===== config.mk =====
export PLATFORM = sky130hd
export DESIGN_NAME = sac_ram
export DESIGN_NICKNAME = d
export VERILOG_FILES = /design/src/sv/sac_ram.sv
export SDC_FILE = /design/constraint.sdc
export NUM_CORES = 1
export LEC_CHECK = 0
export BUFFER_PORTS_ARGS = -buffer_cell sky130_fd_sc_hd__buf_2
export CAP_MARGIN = 10
export CORE_UTILIZATION = 65
export CTS_CLUSTER_SIZE = 30
export DETAILED_ROUTE_END_ITERATION = 7
export HOLD_SLACK_MARGIN = 0.05
export PLACE_DENSITY = 0.81
export SYNTH_ARGS = -nofsm -noshare
export SYNTH_HDL_FRONTEND = slang
export SYNTH_SLANG_ARGS = --single-unit

===== constraint.sdc =====
create_clock -name clk -period 3.6 [get_ports clk]
set_clock_uncertainty 0.2 [all_clocks]
set_input_delay 0.36 -clock clk [delete_from_list [all_inputs] [get_ports clk]]
set_output_delay 0.36 -clock clk [all_outputs]
set_load 0.005 [all_outputs]

===== src/sv/sac_ram.sv =====
`timescale 1ns / 1ps
`default_nettype none
// ----------------------------------------------------------------------------
// sac_ram: generic simple dual-port memory
// One write port and one read port with registered read data.
// ----------------------------------------------------------------------------
module sac_ram #(
    parameter int WIDTH = 8,
    parameter int DEPTH = 16
) (
    input  wire logic                     clk,
    input  wire logic                     we,
    input  wire logic [$clog2(DEPTH)-1:0] waddr,
    input  wire logic [WIDTH-1:0]         wdata,
    input  wire logic [$clog2(DEPTH)-1:0] raddr,
    output logic      [WIDTH-1:0]         rdata
);

    logic [WIDTH-1:0] mem [DEPTH];

    // write and registered read
    always_ff @(posedge clk)
    begin
        if (we)
        begin
            mem[waddr] <= wdata;
        end
        rdata <= mem[raddr];
    end

endmodule
`default_nettype wire


Word-level counts from Yosys, hierarchy flattened
Memories as Yosys holds them, arrays and structs flattened. A register that Yosys moved wholly into a read port is not among the register bits. Index checks and enable logic that the tools add are counted.

Register bits after elaboration: 0. Memory bits (writable): 128. Bits of input ports: 18. Output and inout port bits: 8. Memories kept: 1.

Memory list: mem (depth 16, bits a word 8, read ports 1, clocked after memory_dff 1, write ports 1, line 19) `logic [WIDTH-1:0] mem [DEPTH];`.

Mux-type cells: 2.

Operator list (count): $mux W1 (2).

Depth between registers and ports, before layout
Gate-level depths: netlist of the first run.

Depth in word-level cells: 2. Gate-level depth with buffers: 5.

Least setup slack after synthesis of the first run
No wires, ideal clock.

Path kind: input port to flip-flop. Start: in waddr[2]. End: mem mem[0][0], enable pin. Library setup time: 0.383 ns. Arrival: 1.470 ns. Required time: 3.017 ns. Path slack: 1.547 ns. Stages: 2. Cell sequence: or3b_2 nor3_1.

RTL lines: start, declared (line 13) `input wire logic [$clog2(DEPTH)-1:0] waddr,`; end, declared (line 19).

No word-level cell before the write port.

==> results.sh, run 1 <==
export IMPL_antenna_cells=0
export IMPL_cts_tree="built"
export IMPL_hp_class="primary input to flop"
export IMPL_synth_compound_area_share_pct=2.33
export IMPL_fin_crit_sh_pct=50.0
export IMPL_io_buffers=25
export IMPL_instances_no_fill=392
export IMPL_synth_adder_area_share_pct=0
export IMPL_antenna_found_initial=0
export IMPL_grt_pass1_wl_mm=14.4
export IMPL_wirelength_mm=9.58
export IMPL_leakagePower_nw=2.03
export IMPL_setup_viol_count_final=0
export IMPL_dr_pass1_iters=4
export IMPL_hold_viol_final=0
export IMPL_peakVddDrop_mv=0.415
export IMPL_drive_gt1_share_pct=26.6
export IMPL_die_area_sq_um=8280
export IMPL_synthArstFlopShare_pct=0
export IMPL_syn_num_nets=247
export IMPL_fp_dieW_microns=91.0
export IMPL_nNetsFinal=295
export IMPL_fp_dieH_microns=91.0
export IMPL_powerDensity_nw_per_um2=599
export IMPL_grt_pass1_vias=2531
export IMPL_synthMuxAreaShare_pct=15.0
export IMPL_dr_total_vias=2459
export IMPL_timing_critical_path_arrival_ps=1980
export IMPL_endpoint_kind="flop"
export IMPL_power_mw=3.60
export IMPL_place_congestion=0.734
export IMPL_period_minus_slack_ps=1800
export IMPL_yosys_area_share_simple_pct=3.18
export IMPL_netlist_top_cells_count="edfxtp_1 (128), mux4_2 (18), a22oi_1 (16), mux4_1 (14), nor2_1 (13)"
export IMPL_clockBufferDepth=2
export IMPL_ys_flop_type="edfxtp_1"
export IMPL_dp_hpwl_mm=5.41
export IMPL_max_slew_margin_rel_pct=37.6
export IMPL_rows=32
export IMPL_yosysWarnings=0
export IMPL_cts_sinks=136
export IMPL_slew_violations=0
export IMPL_start_util_pct=67.0
export IMPL_postCtsResizedCells=0
export IMPL_synth_top_area_share_pct=74.7
export IMPL_cts_hold_buf=8
export IMPL_root_buffer="clkbuf_8"
export IMPL_synth_cell_types=19
export IMPL_max_freq_mhz=555
export IMPL_clk_insertion_delay_late_ps=500
export IMPL_synth_edff_count=128
export IMPL_core_sq_um=7690
export IMPL_required_ps=3770
export IMPL_synth_area_top_cells="edfxtp_1 (75%), mux4_2 (7.9%), mux4_1 (7.1%)"
export IMPL_drtAntennaViolNets=0
export IMPL_area_delta_synth_final_pct=16.9
export IMPL_setup_tns_ps=0
export IMPL_h_tree_depth=4
export IMPL_worst_slew_pin_slew_ps=933
export IMPL_drv_cap=0
export IMPL_grt_max_degree=33
export IMPL_synth_area_leader_cell="edfxtp_1"
export IMPL_postCtsSetupRepairBufs=0
export IMPL_ys_ff_latch=136
export IMPL_synthXorXnorAreaFrac_pct=0
export IMPL_synth_top_family_by_area="multiplexers"
export IMPL_cts_clk_slew_worst_paths_ps=60
export IMPL_path_max_fanout=13
export IMPL_cts_buffers=17
export IMPL_syn_inst=229
export IMPL_yosysMostFrequentCell="edfxtp_1"
export IMPL_path_class="primary input to flop"
export IMPL_drc=0
export IMPL_n_fill_cell=416
export IMPL_wl_per_cell_microns=24.4
export IMPL_routed_via_density=6.27
export IMPL_syn_cell_area_sq_um=5150
export IMPL_cp_start_kind="primary input"
export IMPL_ys_seq_area_share_pct=77.8
export IMPL_status="finished, final reports clean"
export IMPL_grt_setup_unrepaired="no"
export IMPL_grt_ovfl_total=0
export IMPL_io_pins=26
export IMPL_drt_initial_drc_count=199
export IMPL_grtUsageTotal_pct=25.9
export IMPL_syn_area_per_cell_sq_um=22.5
export IMPL_dp_cells=352
## path summary, 6_finish.rpt
path         startpoint        end  slack [ps]  cells past startpoint
max            raddr[0]   rdata[5]        1800                      5
min            waddr[0]  mem[0][1]         220                      3
min reg2reg   mem[8][3]   rdata[3]         470                      3
max reg2reg   mem[1][5]   rdata[5]        2020                      3
## cell families after synthesis
family	count (synthesis)
flip-flops	136
AND/OR/NAND/NOR	35
multiplexers	32
AO/OA/AOI/OAI	16
buffers and inverters	10
## worst max-delay path, cell delays in order
cell and delay [ps]:
buf_2 340, buf_4 310, mux4_1 580, a22oi_1 270, nand2_1 110
## where the power goes
group	switching, mW	internal (mW)
Sequential	0.0112	1.77
Combinational	0.0887	0.0706
Clock	0.613	1.05
## cell usage in the layout, fill, tap and decap left out, types with 4 or more instances in the layout
cell type	count
edfxtp_1	128
buf_4	6
nor3_1	4
dfxtp_1	8
a22oi_1	16
nor2_1	13
dlygate4sd3_1	8
mux4_1	14
clkbuf_16	16
mux4_2	18
buf_2	25
nand2_1	9
## final cells by class
cell class / count / area [sq um] / area share (%)
multi-input combinational: 83 / 1060 / 17.6
timing repair buffer: 39 / 250 / 4.16
clock inverter: 13 / 155 / 2.58
sequential: 136 / 4000 / 66.6
tap: 102 / 128 / 2.12
clock buffer: 19 / 422 / 7.01
## per-stage QoR
| stage | util (%) | cell area, sq um | worst slack, ps | hold slack, ps |
|---|---|---|---|---|
| 2_1_floorplan | - | 5150 | 1550 | 259 |
| 3_3_place_gp | 69.7 | 5360 | 1300 | 451 |
| 3_5_place_dp | 69.7 | 5360 | 1250 | 459 |
| 4_1_cts | 78.3 | 6020 | 1800 | 186 |
| 5_1_grt | 78.3 | 6020 | 1740 | 199 |
| 6_report | 78.3 | 6020 | 1800 | 215 |
## layer usage
layer / up-vias / routed length (microns) / track usage (%) / share of wire, %
met3: 8 / 552 / 6.37 / 5.8
met4: 0 / 90 / 9.39 / 0.94
met2: 111 / 5070 / 41.7 / 53
met1: 1267 / 3860 / 35.2 / 40
met5: - / 0 / 0 / 0
li1: 1073 / - / - / -
## flip-flops by register name, summed over array words and instances, names as in the netlist
| name | cells |
|---|---|
| mem | 128 |
| rdata | 8 |
Power figures use the tool's default switching activity.
==> run 2: changes to the inputs <==
--- a/config.mk
+++ b/config.mk
@@ -5,13 +5,14 @@
 export SDC_FILE = /design/constraint.sdc
 export NUM_CORES = 1
 export LEC_CHECK = 0
+export ABC_AREA = 1
 export BUFFER_PORTS_ARGS = -buffer_cell sky130_fd_sc_hd__buf_2
 export CAP_MARGIN = 10
-export CORE_UTILIZATION = 65
+export CORE_UTILIZATION = 61
 export CTS_CLUSTER_SIZE = 30
 export DETAILED_ROUTE_END_ITERATION = 7
 export HOLD_SLACK_MARGIN = 0.05
-export PLACE_DENSITY = 0.81
+export PLACE_DENSITY = 0.76
 export SYNTH_ARGS = -nofsm -noshare
 export SYNTH_HDL_FRONTEND = slang
 export SYNTH_SLANG_ARGS = --single-unit
==> constraint.sdc (replaced) <==
create_clock -name clk -period 1.7 [get_ports clk]
set_clock_uncertainty 0.2 [all_clocks]
set_input_delay 0.17 -clock clk [delete_from_list [all_inputs] [get_ports clk]]
set_output_delay 0.17 -clock clk [all_outputs]
set_load 0.005 [all_outputs]
==> run 2 against run 1 <==
  * Sequential cell count stayed put
  * Count of clock-buffer cells in the layout is 1 higher
  * Largest cell class unchanged
  * Wire length is 36% higher
  * Critical path type is now flop to output port
  * Clock power is 130% higher
  * Final cell count is 87% higher
  * Die area is 19% higher
  * First-iteration DRC count is 110% higher
  * Combinational power grew to 3.1 times the previous value
  * Sequential power is 110% higher
  * Worst hold slack worse by 130 ps
  * Critical path depth is 4 lower
  * Non-clock buffer count is 24 higher
==> results.sh, run 2 <==
export IMPL_reg2reg_to="rdata[7]"
export IMPL_clk_insertion_delay_late_ps=510
export IMPL_worstPathCellList="buf_2"
export IMPL_fp_dieW_microns=99.2
export IMPL_largest_reg_flops=128
export IMPL_pre_cts_slack_ps=242
export IMPL_cts_buffers=17
export IMPL_netlist_top_cells_count="nand2_1 (173), edfxtp_1 (128), inv_1 (100), nand3_1 (97), nor2_1 (17)"
export IMPL_setup_viol_count_final=0
export IMPL_drc=0
export IMPL_place_congestion=0.786
export IMPL_dr_pass1_iters=7
export IMPL_synth_top_area_share_pct=66.7
export IMPL_clockBufferDepth=2
export IMPL_syn_cell_area_sq_um=5770
export IMPL_dr_total_vias=3994
export IMPL_top_register="mem"
export IMPL_cts_clk_slew_worst_paths_ps=50
export IMPL_max_freq_mhz=731
export IMPL_routed_via_density=5.45
export IMPL_grt_max_degree=65
export IMPL_path_buf_inv=1
export IMPL_rows=35
export IMPL_drt_initial_drc_count=424
export IMPL_hold_viol_final=0
export IMPL_start_util_pct=62.7
export IMPL_grt_setup_unrepaired="no"
export IMPL_layout_commonest_cell="nand2_1"
export IMPL_drtAntennaViolNets=0
export IMPL_endpoint_kind="output port"
export IMPL_ys_flop_type="edfxtp_1"
export IMPL_syn_inst=551
export IMPL_h_tree_depth=4
export IMPL_setup_slack_ps=331
export IMPL_setup_tns_ps=0
export IMPL_dp_hpwl_mm=7.65
export IMPL_hold_path_end="rdata[0]"
export IMPL_grtUsageTotal_pct=28.7
export IMPL_period_minus_slack_ps=1370
export IMPL_yosysWarnings=0
export IMPL_io_buffers=25
export IMPL_cts_sinks=136
export IMPL_cts_tree="built"
export IMPL_path_class="flop to output port"
export IMPL_max_stage_delay_ps=370
export IMPL_peakVddDrop_mv=0.638
export IMPL_ys_ff_latch=136
export IMPL_worst_slew_pin_slew_ps=361
export IMPL_slew_violations=0
export IMPL_status="finished, final reports clean"
export IMPL_area_delta_synth_final_pct=18.6
export IMPL_wirelength_mm=13.0
export IMPL_hold_start="raddr[1]"
export IMPL_hp_class="primary input to flop"
export IMPL_synth_edff_count=128
export IMPL_antenna_cells=0
export IMPL_syn_area_per_cell_sq_um=10.5
export IMPL_cp_start_kind="flop"
export IMPL_synth_area_top_cells="edfxtp_1 (67%), nand2_1 (11%), nand3_1 (8.4%)"
export IMPL_drv_cap=0
export IMPL_ys_seq_area_share_pct=69.4
export IMPL_worst_r2r_cell_count=6
export IMPL_path_max_fanout=1
export IMPL_nNetsFinal=627
export IMPL_cpMaxStageDelayCell="dfxtp_1"
export IMPL_hold_path_depth=5
export IMPL_fin_crit_sh_pct=80.5
export IMPL_postCtsSetupRepairBufs=0
export IMPL_timing_critical_path_arrival_ps=1000
export IMPL_wl_per_cell_microns=17.7
export IMPL_crit_family="flip-flops"
export IMPL_leakagePower_nw=3.02
export IMPL_syn_num_nets=569
export IMPL_required_ps=1330
export IMPL_fp_dieH_microns=99.2
export IMPL_final_cell_mix="nand2_1 (173), edfxtp_1 (128), inv_1 (100), nand3_1 (96), buf_2 (25)"
export IMPL_powerDensity_nw_per_um2=1190
export IMPL_yosysMostFrequentCell="nand2_1"
export IMPL_root_buffer="clkbuf_8"
export IMPL_antenna_found_initial=0
export IMPL_rr_startpoint="mem[0][7]"
export IMPL_drive_gt1_share_pct=13.2
export IMPL_synthArstFlopShare_pct=0
export IMPL_grt_pass1_wl_mm=20.2
export IMPL_r2r_setup_slack_ps=480
export IMPL_grt_pass1_vias=3874
export IMPL_io_pins=26
export IMPL_core_sq_um=9200
export IMPL_largestRegisters="mem: 128 flops, rdata: 8 flops"
export IMPL_max_slew_margin_rel_pct=76.0
export IMPL_grt_ovfl_total=0
export IMPL_synth_area_leader_cell="edfxtp_1"
export IMPL_die_area_sq_um=9850
export IMPL_synth_cell_types=12
-- run 2: cell families after synthesis --
kind of cell | count (synthesis) | synth area share [%]
buf+inv | 126 | 9.52
flops | 136 | 69.4
simple gates | 289 | 21.0
-- run 2: cell type report --
cell class	count	area, sq um
Tap cell	111	139
Fill cell	614	2360
Inverter	102	383
Clock buffer	20	425
Sequential cell	136	4000
Clock inverter	12	199
Timing Repair Buffer	63	472
Multi-Input combinational cell	289	1220
-- run 2: report_power, final --
group,total (mW),internal [mW],switching (mW)
clock network,3.86,2.53,1.33
logic,0.488,0.162,0.325
registers,3.77,3.75,0.0228
-- run 2: timing repair --
item,4_1_cts,5_1_grt
hold endpoints to repair,136,1
gates resized for setup,0,2
endpoints found under the setup margin,0,1
hold buffers,13,1
-- run 2: how the worst max path moves through the flow --
stage,from,endpoint,slack [ps],depth (start not counted)
6_report,rdata[0],rdata[0],330,1
4_1_cts,raddr[2],rdata[6],50,8
3_3_place_gp,raddr[0],rdata[0],250,8
5_1_grt,rdata[0],rdata[0],290,1
2_1_floorplan,waddr[2],mem[10][0],380,2
3_5_place_dp,raddr[0],rdata[3],240,8
-- run 2: layer usage --
layer	vias to the layer above	global-route usage (%)	wire length, microns
li1	1892	-	-
met4	0	13.2	354
met3	33	6.47	1020
met5	-	0	0
met2	198	46.9	6480
met1	1871	37.2	5160
-- run 2: through the flow --
step	hold WS (ps)	util [%]	total power, mW	cell area [sq um]	std cells
final	81.1	74.4	8.12	6840	733
after global routing	67.3	74.4	8.34	6840	733
after CTS	76.9	74.3	8.15	6830	733
after detailed placement	348	66.1	4.29	6080	688
after global placement	339	66.1	4.28	6080	688
after floorplan	68.9	-	4.10	5770	551
